## src/design/adaptive_random_search_step_top_defines.svh

```systemverilog
// assertion macros used by the datapath
`ifndef ADAPTIVE_RANDOM_SEARCH_STEP_TOP_DEFINES_SVH
`define ADAPTIVE_RANDOM_SEARCH_STEP_TOP_DEFINES_SVH

// implication checked every cycle outside reset
`define ARS_ASSERT_IMP(label, clk_s, rst_s, ante, cons, msg) \
  label: assert property (@(posedge clk_s) disable iff (!rst_s) (ante) |-> (cons)) \
    else $error(msg);

// next-cycle implication checked outside reset
`define ARS_ASSERT_NEXT(label, clk_s, rst_s, ante, cons, msg) \
  label: assert property (@(posedge clk_s) disable iff (!rst_s) (ante) |=> (cons)) \
    else $error(msg);

`endif

```

## src/design/ars_pkg.sv

```systemverilog
// ----------------------------------------------------------------------------
// ars_pkg
// types, constants and helper functions of the adaptive random search block
// ----------------------------------------------------------------------------
package ars_pkg;

  localparam int MaxParamsDef = 16;

  localparam logic [1:0] REQ_DECLARE  = 2'd0;
  localparam logic [1:0] REQ_SUBMIT   = 2'd1;
  localparam logic [1:0] REQ_RETRIEVE = 2'd2;

  localparam logic [1:0] CFG_CROSSFADE = 2'd0;
  localparam logic [1:0] CFG_OVERSHOOT = 2'd1;
  localparam logic [1:0] CFG_SEED      = 2'd2;

  localparam logic [15:0] CrossfadeRst = 16'd6554;
  localparam logic [15:0] OvershootRst = 16'd8192;
  localparam logic [31:0] SeedRst      = 32'd1;
  localparam logic [31:0] LfsrTaps     = 32'hD000_0001;
  localparam logic signed [31:0] S32Max = 32'sh7FFF_FFFF;

  // datapath operations
  typedef enum logic [3:0] {
    OP_NONE    = 4'd0,
    OP_DECLARE = 4'd1,
    OP_LOAD    = 4'd2,
    OP_MUL1    = 4'd3,
    OP_MUL2    = 4'd4,
    OP_STEPUPD = 4'd5,
    OP_CAND    = 4'd6,
    OP_BEST    = 4'd7,
    OP_EMPTY   = 4'd8,
    OP_FULL    = 4'd9,
    OP_SCORE   = 4'd10
  } ars_op_t;

  typedef struct packed {
    ars_op_t    op;
    logic [5:0] idx;
    logic       last;
    logic       emit;
  } ars_cmd_t;

  typedef struct packed {
    logic       imp;
    logic [6:0] count;
  } ars_stat_t;

  // saturate and optionally round to whole numbers
  function automatic logic signed [31:0] fit_value(input logic signed [33:0] v,
                                                   input logic whole);
    logic        [33:0] mag;
    logic signed [34:0] r;
    logic signed [34:0] hi;
    mag = v[33] ? 34'(-v) : 34'(v);
    mag = (mag + 34'h8000) & ~34'hFFFF;
    r   = whole ? (v[33] ? -$signed({1'b0, mag}) : $signed({1'b0, mag}))
                : 35'(v);
    hi  = whole ? 35'sh7FFF_0000 : 35'sh7FFF_FFFF;
    if (r > hi) r = hi;
    if (r < -35'sh8000_0000) r = -35'sh8000_0000;
    return r[31:0];
  endfunction

endpackage

```

## src/design/ars_ctrl.sv

```systemverilog
// ----------------------------------------------------------------------------
// ars_ctrl
// sequencer that walks the parameter table and issues datapath commands
// ----------------------------------------------------------------------------
module ars_ctrl import ars_pkg::*; #(
  parameter int MaxParams = MaxParamsDef
) (
  input  logic       clk,
  input  logic       rst_n,
  input  logic       start,
  input  logic [1:0] req_type,
  input  ars_stat_t  stat,
  output logic       busy,
  output ars_cmd_t   cmd
);

  localparam int IW = $clog2(MaxParams + 1) + 1;

  typedef enum logic [7:0] {
    ST_IDLE = 8'b0000_0001,
    ST_UPLD = 8'b0000_0010,
    ST_UM1  = 8'b0000_0100,
    ST_UWR  = 8'b0000_1000,
    ST_CLD  = 8'b0001_0000,
    ST_CM1  = 8'b0010_0000,
    ST_CM2  = 8'b0100_0000,
    ST_CWR  = 8'b1000_0000
  } state_t;

  state_t      state_r, state_nxt;
  logic [5:0]  idx_r, idx_nxt;
  logic        ret_r, ret_nxt;
  logic [IW-1:0] cnt;
  logic        lastp;

  assign cnt   = IW'(stat.count);
  assign lastp = (IW'(idx_r) + IW'(1)) == cnt;
  assign busy  = state_r != ST_IDLE;

  always_ff @(posedge clk) begin
    if (!rst_n) begin
      state_r <= ST_IDLE;
      idx_r   <= '0;
      ret_r   <= 1'b0;
    end else begin
      state_r <= state_nxt;
      idx_r   <= idx_nxt;
      ret_r   <= ret_nxt;
    end
  end

  always_comb begin
    state_nxt = state_r;
    idx_nxt   = idx_r;
    ret_nxt   = ret_r;
    cmd       = '{op: OP_NONE, idx: idx_r, last: lastp, emit: 1'b0};
    case (state_r)
      ST_IDLE: begin
        idx_nxt = '0;
        if (start) begin
          case (req_type)
            REQ_DECLARE: begin
              cmd.op   = (cnt >= IW'(MaxParams)) ? OP_FULL : OP_DECLARE;
              cmd.emit = 1'b1;
              cmd.last = 1'b1;
            end
            REQ_SUBMIT: begin
              cmd.op  = OP_SCORE;
              ret_nxt = 1'b0;
              if (cnt == '0) begin
                cmd.emit = 1'b1;
                cmd.last = 1'b1;
              end else begin
                state_nxt = stat.imp ? ST_UPLD : ST_CLD;
              end
            end
            REQ_RETRIEVE: begin
              if (cnt == '0) begin
                cmd.op = OP_EMPTY; cmd.emit = 1'b1; cmd.last = 1'b1;
              end else begin
                ret_nxt = 1'b1; state_nxt = ST_CLD;
              end
            end
            default: ;
          endcase
        end
      end
      ST_UPLD: begin cmd.op = OP_LOAD; state_nxt = ST_UM1; end
      ST_UM1:  begin cmd.op = OP_MUL1; state_nxt = ST_UWR; end
      ST_UWR: begin
        cmd.op = OP_STEPUPD;
        if (lastp) begin idx_nxt = '0; state_nxt = ST_CLD; end
        else begin idx_nxt = idx_r + 6'd1; state_nxt = ST_UPLD; end
      end
      ST_CLD: begin
        cmd.op = OP_LOAD;
        state_nxt = ret_r ? ST_CWR : ST_CM1;
      end
      ST_CM1: begin cmd.op = OP_MUL1; state_nxt = ST_CM2; end
      ST_CM2: begin cmd.op = OP_MUL2; state_nxt = ST_CWR; end
      ST_CWR: begin
        cmd.op   = ret_r ? OP_BEST : OP_CAND;
        cmd.emit = 1'b1;
        if (lastp) state_nxt = ST_IDLE;
        else begin idx_nxt = idx_r + 6'd1; state_nxt = ST_CLD; end
      end
      default: state_nxt = ST_IDLE;
    endcase
  end

endmodule

```

## config.mk

```make
export PLATFORM = sky130hd
export DESIGN_NAME = ars_ctrl
export DESIGN_NICKNAME = d
export VERILOG_FILES = /design/src/design/adaptive_random_search_step_top_defines.svh /design/src/design/ars_pkg.sv /design/src/design/ars_ctrl.sv
export SDC_FILE = /design/constraint.sdc
export NUM_CORES = 1
export LEC_CHECK = 0
export BUFFER_PORTS_ARGS = -buffer_cell sky130_fd_sc_hd__clkbuf_2
export CAP_MARGIN = 20
export CELL_PAD_IN_SITES_DETAIL_PLACEMENT = 0
export CELL_PAD_IN_SITES_GLOBAL_PLACEMENT = 1
export CORE_MARGIN = 2
export CORE_UTILIZATION = 25
export DETAILED_ROUTE_END_ITERATION = 10
export MAX_ROUTING_LAYER = met4
export PLACE_DENSITY = 0.6
export REMOVE_ABC_BUFFERS = 1
export SYNTH_ARGS = -nofsm -noshare
export SYNTH_HDL_FRONTEND = slang
export SYNTH_SLANG_ARGS = --single-unit
```

## constraint.sdc

```tcl
create_clock -name clk -period 4 [get_ports clk]
set_input_delay 0.8 -clock clk [delete_from_list [all_inputs] [get_ports clk]]
set_output_delay 0.8 -clock clk [all_outputs]
set_load 0.01 [all_outputs]
```

==> results of run 1 <==
## power breakdown
part / internal (mW) / switching, mW / leakage (nW)
registers: 0.160 / 0.0158 / 0.121
clock network: 0.0705 / 0.0538 / 0.0228
logic: 0.0622 / 0.0888 / 0.417
## kinds of logic after synthesis
group	after synthesis
AND/OR/NAND/NOR	63
flip-flops	15
multiplexers	1
AO/OA/AOI/OAI	35
XOR/XNOR	7
adder cells (fa/ha/maj)	6
buffers and inverters	9
## worst max-delay path by stage
stage                  from      to  depth (start not counted)
global route        stat[2]  cmd[1]                          7
detailed placement  stat[2]  cmd[1]                          7
floorplan           stat[2]  cmd[1]                          5
CTS                 stat[2]  cmd[1]                          7
finish              stat[2]  cmd[1]                          7
global placement    stat[2]  cmd[1]                          7
## layout make-up
| cell class | count | area, um2 |
|---|---|---|
| Clock buffer | 4 | 45.0 |
| Fill cell | 474 | 2970 |
| Timing Repair Buffer | 24 | 120 |
| Sequential cell | 15 | 300 |
| Tap cell | 52 | 65.1 |
| Inverter | 4 | 15.0 |
| Multi-Input combinational cell | 112 | 752 |
## synth_stat cells, drive strengths merged
cell type / n
o221a: 1
or3: 2
a21o: 3
clkbuf: 3
ha: 6
dfxtp: 15
a21oi: 6
inv: 4
nand2: 10
o22ai: 1
xor2: 3
and3: 4
a22oi: 1
o2111ai: 1
a31oi: 4
o221ai: 1
and2: 2
or4: 3
a211o: 1
nor4: 3
a22o: 1
nor3b: 5
mux2: 1
o31a: 1
a221o: 2
a31o: 1
xnor2: 4
nor2b: 5
buf: 2
and2b: 1
nor4b: 1
nand2b: 3
nor2: 12
nor3: 4
o21bai: 1
o211ai: 2
o21ai: 7
nand3: 5
nand3b: 2
o22a: 1
and4b: 1
## sequential cells by signal (all words and copies together) (netlist names)
signal and count:
idx_r 6, ret_r 1, state_r 8
## per-layer routing
metal  GRT usage [%]  up-vias  share of wire [%]
li1                -      548                  -
met1            16.7      520                 47
met2            21.0       20                 48
met3            3.32        2                3.5
met4            1.71        0               0.45
met5               -        -                  0
## worst reg2reg max path: stages (launching register included)
cell and delay (ns):
dfxtp_1 0.36, ha_1 0.27, nand2b_1 0.18, a21o_1 0.18, a31oi_1 0.34, o21ai_1 0.13, and3_1 0.30, a221o_1 0.37
## per-stage QoR
stage	worst slack, ns	utilization [%]	power (mW)	hold WS (ns)
after floorplan	1.20	-	0.279	0.445
after global placement	0.836	29.4	0.327	0.513
after detailed placement	0.808	29.4	0.328	0.521
after CTS	0.811	30.4	0.453	0.529
after global routing	0.638	30.4	0.483	0.572
final	0.845	30.4	0.451	0.535
==> results.toml, run 1 <==
[clocking]
cts_tree = "done"
cts_root_buf = "clkbuf_8"
cts_sinks = 15
cts_made_buffers = 3
ctsHoldBuffers = 0
path_clk_slew_ns = 0.06
clock_latency_ns = 0.24
cts_buffer_depth = 2
post-cts-setup-buffer-count = 0
h-tree-depth = 1
cts_resized = 0

[placement]
place.port_buffers = 24
place_area_um2 = 1250
dp_cells = 207
dpl.hpwl_mm = 2.27
globalplace.congestion = 0.799

[critical_path]
start_kind = "input port"
worstReg2RegStart = "idx_r[0]"
worstPathRequired_ns = 3.20
timing_worst_setup_path_type = "input port to primary output"
worst_path_most_repeated_cell = "clkbuf_2"
cp_num_buf_inv = 2
cp_max_fo = 5
r2r_cells = 7
critPathTopFamily = "simple AND/OR/NAND/NOR gates"
critPathSlowestCell = "or4_1"
r2r_slack_ns = 1.77
critPathArrivalTime_ns = 2.35
cpPeakStageDelay_ns = 0.51
r2r_end = "idx_r[4]"
end_kind = "primary output"
path_cells = "clkbuf_2 > or4_1 > nor3_1 > nor2_1 > o22ai_1 > o31a_1 > clkbuf_2"

[detailed_routing]
drt_wl_total_mm = 2.86
wl_per_cell_um = 13.5
drtIter0Drc = 33
avgViaCountPerCell = 5.17
final_antenna_net_count = 0
first_pass_iters = 4
route.detailed.drc = 0
via_count = 1090

[global_routing]
antenna_found_initial = 0
grt_pass1_wl_mm = 5.09
grt.total_usage_pct = 12.9
grt_max_degree = 11
first_global_vias = 1080
grt.overflow.total = 0

[timing]
finalSetupViolCount = 0
worst_pin_slew_ns = 0.566
skew_ns = 0.00250
final.min_clock_period_ns = 3.15
final.period_utilization_pct = 78.9
relSlewSlack_pct = 62.0
rsz0062_at_grt = "false"
timing_hold_violations_final = 0
drv_slew = 0
max_freq_mhz = 317
setup_tns_ns = 0

[die]
ios = 26
die_h_um = 70.0
rows = 24
dieArea_um2 = 4900
start_util_pct = 25.6
coreArea_um2 = 4260
die_w_um = 70.0

[hold_path]
min_to = "state_r[2]"
whs_path_depth = 1
hp-start = "state_r[0]"
hold_path.class = "flip-flop to flip-flop"

[run]
drv_cap = 0

[final_layout]
syn_to_final_growth_pct = 19.1
layout_common_cells = "clkbuf_2 (24), dfxtp_1 (15), nor2_1 (12), nand2_1 (10)"
final_area_um2 = 1300
num_antenna_cells = 0
fin_cells = 211
layout_commonest_cell = "clkbuf_2"
nets = 179
drive_gt1_share_pct = 20.1

[yosys]
yosysTopAreaCell = "dfxtp_1"
synthTopCellsByArea = "dfxtp_1 (28%), ha_1 (6.9%), nor2_1 (4.1%), nand2_1 (3.4%), xnor2_1 (3.2%)"
synth_area_um2 = 1090
yosysSeqAreaShare_pct = 27.6
synth_compound_area_share_pct = 22.2
yosysUniqueCellTypes = 46
synth_mux_area_share_pct = 1.03
synth.top_cell.area_share_pct = 27.6
yosys.area_share.simple_pct = 33.3
synth_fa_ha_area_share_pct = 6.89
synth-xor-area-share_pct = 5.63
synth_top_family_by_area = "simple AND/OR/NAND/NOR gates"
ys_ff_latch = 15
ys.warnings.count = 0
syn_inst = 136
synth.avg_cell_area_um2 = 8.01

[power]
p_leak_nw = 0.561
powerDensity_nw_per_um2 = 347
peakVddDrop_uv = 147

[outcome]
status = "complete, no violations"
No activity file was read; power rests on OpenSTA's default activity.
==> run 2, diff against run 1 <==
- clock period: 4 -> 3.1 ns (I/O delays scaled with it)
==> run 2 against run 1 <==
Against the previous run:
- power up 32%
- sequential power up 29%
- core utilization up 0.38 points
- largest power group unchanged
==> results.toml, run 2 (synthesis gave the netlist of run 1 again) <==
[final_layout]
largestRegisters = "state_r: 8 flops, idx_r: 6 flops, ret_r: 1 flops"
multi_input_area_um2 = 752
layout_commonest_cell = "clkbuf_2"
seqCellArea_um2 = 300
regMostFlops = "state_r"
largest_reg_flops = 8
nets = 181
fin_cells = 213
layout_common_cells = "clkbuf_2 (24), dfxtp_1 (15), nor2_1 (12), nand2_1 (10)"
utilization_pct = 30.8
drive_gt1_share_pct = 21.7
syn_to_final_growth_pct = 20.6
num_antenna_cells = 0
fillers = 492

[global_routing]
first_global_vias = 1037
grt_max_degree = 11
grt_pass1_wl_mm = 4.77
antenna_found_initial = 0
grt.overflow.total = 0
grt.total_usage_pct = 12.4

[die]
ios = 26
die_h_um = 70.0
dieArea_um2 = 4900
die_w_um = 70.0
coreArea_um2 = 4260
start_util_pct = 25.6
rows = 24

[placement]
place.port_buffers = 24
dpl.hpwl_mm = 2.33
dp_cells = 209
globalplace.congestion = 0.799

[clocking]
clock_latency_ns = 0.25
ctsHoldBuffers = 0
cts_made_buffers = 3
path_clk_slew_ns = 0.06
h-tree-depth = 1
post-cts-setup-buffer-count = 0
cts_sinks = 15
cts_resized = 0
cts_buffer_depth = 2
cts_tree = "done"
cts_root_buf = "clkbuf_8"

[critical_path]
cp-endpoint = "cmd[9]"
r2r_end = "idx_r[3]"
critPathArrivalTime_ns = 2.04
timing_worst_setup_path_type = "flip-flop to primary output"
crit_path_start = "state_r[7]"
r2r_slack_ns = 0.87
cp_max_fo = 5
critPathTopFamily = "simple AND/OR/NAND/NOR gates"
r2r_cells = 7
cp_num_buf_inv = 1
cpPeakStageDelay_ns = 0.57
end_kind = "primary output"
start_kind = "flip-flop"
worstReg2RegStart = "idx_r[0]"
crit_cells = 5
path_cells = "or4_4 > or4_1 > and3_1 > nand2_1 > clkbuf_2"
critPathSlowestCell = "or4_4"
worstPathRequired_ns = 2.48

[timing]
worst_pin_slew_ns = 0.441
final.min_clock_period_ns = 2.66
drv_slew = 0
rsz0062_at_grt = "false"
timing_hold_violations_final = 0
relSlewSlack_pct = 70.6
skew_ns = 0.00121
max_freq_mhz = 376
final.period_utilization_pct = 85.7
setup_tns_ns = 0
finalSetupViolCount = 0

[detailed_routing]
avgViaCountPerCell = 5.12
wl_per_cell_um = 13.4
route.detailed.drc = 0
via_count = 1091
first_pass_iters = 6
drt_wl_total_mm = 2.86
drtIter0Drc = 27
final_antenna_net_count = 0

[hold_path]
hold_path.class = "flip-flop to flip-flop"

[power]
peakVddDrop_uv = 186
p_leak_nw = 0.573
powerDensity_nw_per_um2 = 452

[run]
drv_cap = 0

[outcome]
status = "complete, no violations"
[run 2: cell count changes in the layout (fill, tap and decap cells not counted), sizes merged]
cell and change:
buf +2, clkinv +1, clkbuf -1
[run 2: worst min path at each step]
| stage | endpoint | cells after the start | start |
|---|---|---|---|
| after floorplan | state_r[5] | 1 | ret_r |
| after global routing | state_r[2] | 1 | state_r[6] |
| after CTS | state_r[2] | 1 | state_r[6] |
| after global placement | state_r[2] | 1 | state_r[0] |
| final | state_r[2] | 1 | state_r[0] |
| after detailed placement | state_r[2] | 1 | state_r[0] |
[run 2: layer usage]
| metal | global-route usage [%] | part of all wire [%] | up-vias |
|---|---|---|---|
| met5 | - | 0 | - |
| met4 | 1.92 | 0.42 | 0 |
| met3 | 3.32 | 4.0 | 2 |
| met2 | 19.7 | 47 | 22 |
| met1 | 16.1 | 48 | 512 |
| li1 | - | - | 555 |
[run 2: area by class of cell]
cell class	count	share of cell area, %
flip-flops and latches	15	22.9
well taps	52	4.95
repair buffers	26	10.3
multi-input cells	112	57.2
clock buffers	3	3.14
clock inverters	1	0.381
inverters	4	1.14
[run 2: report_power, final]
group | switching [mW] | internal [mW]
Combinational | 0.115 | 0.0910
Clock | 0.0718 | 0.0890
Sequential | 0.0202 | 0.206
Total | 0.207 | 0.386
[run 2: metrics by stage]
stage          worst slack [ns]  power, mW  hold slack (ns)  instance area [um2]
2_1_floorplan             0.660      0.360            0.445                 1070
3_3_place_gp              0.485      0.435            0.512                 1270
3_5_place_dp              0.489      0.439            0.526                 1270
4_1_cts                   0.435      0.606            0.535                 1310
5_1_grt                   0.376      0.643            0.563                 1310
6_report                  0.443      0.593            0.534                 1310
==> run 3, diff against run 2 <==
- PLACE_DENSITY: 0.6 -> default
- PLACE_DENSITY_LB_ADDON: default -> 0.1
==> run 3 against run 2 <==
Against the previous run:
- register-to-register slack barely moved
- clock power about the same
- fmax about the same
- core utilization is 0.21 points lower
- clock skew increased by 0.0013 ns
- sequential power barely moved
- power fell by 2.3%
- critical endpoint unchanged
==> results.toml, run 3 (synthesis gave the netlist of run 1 again) <==
[power]
p_leak_nw = 0.566
powerDensity_nw_per_um2 = 444
peakVddDrop_uv = 161
p_total_mw = 0.580

[global_routing]
antenna_found_initial = 0
first_global_vias = 1046
grt_pass1_wl_mm = 5.04
grt_max_degree = 11
grt.overflow.total = 0
grt.total_usage_pct = 13.2

[timing]
skew_ns = 0.00248
timing_hold_violations_final = 0
whs_ns = 0.528
drv_slew = 0
rsz0062_at_grt = "false"
final.min_clock_period_ns = 2.66
max_freq_mhz = 376
worst_pin_slew_ns = 0.500
relSlewSlack_pct = 66.7
final.period_utilization_pct = 85.7
setup_tns_ns = 0
finalSetupViolCount = 0

[detailed_routing]
avgViaCountPerCell = 5.04
final_antenna_net_count = 0
drt_wl_total_mm = 2.92
first_pass_iters = 4
via_count = 1068
drtIter0Drc = 34
route.detailed.drc = 0
wl_per_cell_um = 13.8

[critical_path]
critPathArrivalTime_ns = 2.04
r2r_slack_ns = 0.86
r2r_cells = 7
start_kind = "flip-flop"
cp_max_fo = 5
timing_worst_setup_path_type = "flip-flop to primary output"
end_kind = "primary output"
worstPathRequired_ns = 2.48
worstReg2RegStart = "idx_r[0]"
r2r_end = "idx_r[3]"

[die]
ios = 26
start_util_pct = 25.6
die_w_um = 70.0
dieArea_um2 = 4900
coreArea_um2 = 4260
rows = 24
die_h_um = 70.0

[clocking]
clock_latency_ns = 0.25
path_clk_slew_ns = 0.06
cts_made_buffers = 3
cts_root_buf = "clkbuf_8"
ctsHoldBuffers = 0
post-cts-setup-buffer-count = 0
cts_resized = 0
cts_buffer_depth = 2
h-tree-depth = 1
cts_tree = "done"
cts_sinks = 15

[placement]
dpl.hpwl_mm = 2.37
place_area_um2 = 1260
globalplace.congestion = 0.759
place.port_buffers = 24

[hold_path]
hp-start = "ret_r"
whs_path_depth = 1
min_to = "state_r[5]"
hold_path.class = "flip-flop to flip-flop"

[final_layout]
layout_commonest_cell = "clkbuf_2"
final_area_um2 = 1310
regMostFlops = "state_r"
num_antenna_cells = 0
layout_common_cells = "clkbuf_2 (24), dfxtp_1 (15), nor2_1 (12), nand2_1 (10)"
nets = 180
drive_gt1_share_pct = 20.6
largestRegisters = "state_r: 8 flops, idx_r: 6 flops, ret_r: 1 flops"
syn_to_final_growth_pct = 19.7
largest_reg_flops = 8

[outcome]
status = "complete, no violations"

[run]
drv_cap = 0
[run 3: cell types whose count changed in the layout (fill, tap and decap cells not counted)]
| cell | change |
|---|---|
| clkbuf_1 | +1 |
| buf_4 | -1 |
| clkinv_2 | -1 |
[run 3: worst max-delay path, stage by stage (launching register included)]
cell	delay, ns
dfxtp_1	0.35
or4_4	0.57
or4_1	0.50
and3_1	0.19
nand2_1	0.06
clkbuf_2	0.12
[run 3: layout make-up]
type / count / area [um2]
timing repair buffer: 25 / 128
sequential: 15 / 300
tap: 52 / 65.1
clock buffer: 4 / 45.0
multi-input combinational: 112 / 752
inverter: 4 / 15.0
fill: 514 / 2960
[run 3: metrics by stage]
step | worst slack (ns) | utilization, % | instances
6_report | 0.442 | 30.6 | 212
5_1_grt | 0.317 | 30.6 | 212
4_1_cts | 0.420 | 30.6 | 212
2_1_floorplan | 0.660 | - | 131
3_5_place_dp | 0.492 | 29.5 | 208
3_3_place_gp | 0.486 | 29.5 | 208
[run 3: layer usage]
layer / track usage, % / part of all wire, % / vias up
met4: 2.56 / 0.45 / 0
met3: 3.46 / 3.5 / 2
li1: - / - / 551
met1: 15.7 / 46 / 497
met2: 22.5 / 50 / 18
met5: - / 0 / -
[run 3: worst max path at each step]
stage	startpoint	endpoint
2_1_floorplan	stat[2]	cmd[1]
3_3_place_gp	stat[2]	cmd[1]
3_5_place_dp	stat[2]	cmd[1]
4_1_cts	state_r[7]	cmd[9]
5_1_grt	idx_r[0]	cmd[1]
6_report	state_r[7]	cmd[9]
[run 3: report_power, final]
group | internal [mW] | total (mW) | switching, mW
clock network | 0.0910 | 0.159 | 0.0684
registers | 0.206 | 0.225 | 0.0191
logic | 0.0802 | 0.195 | 0.115
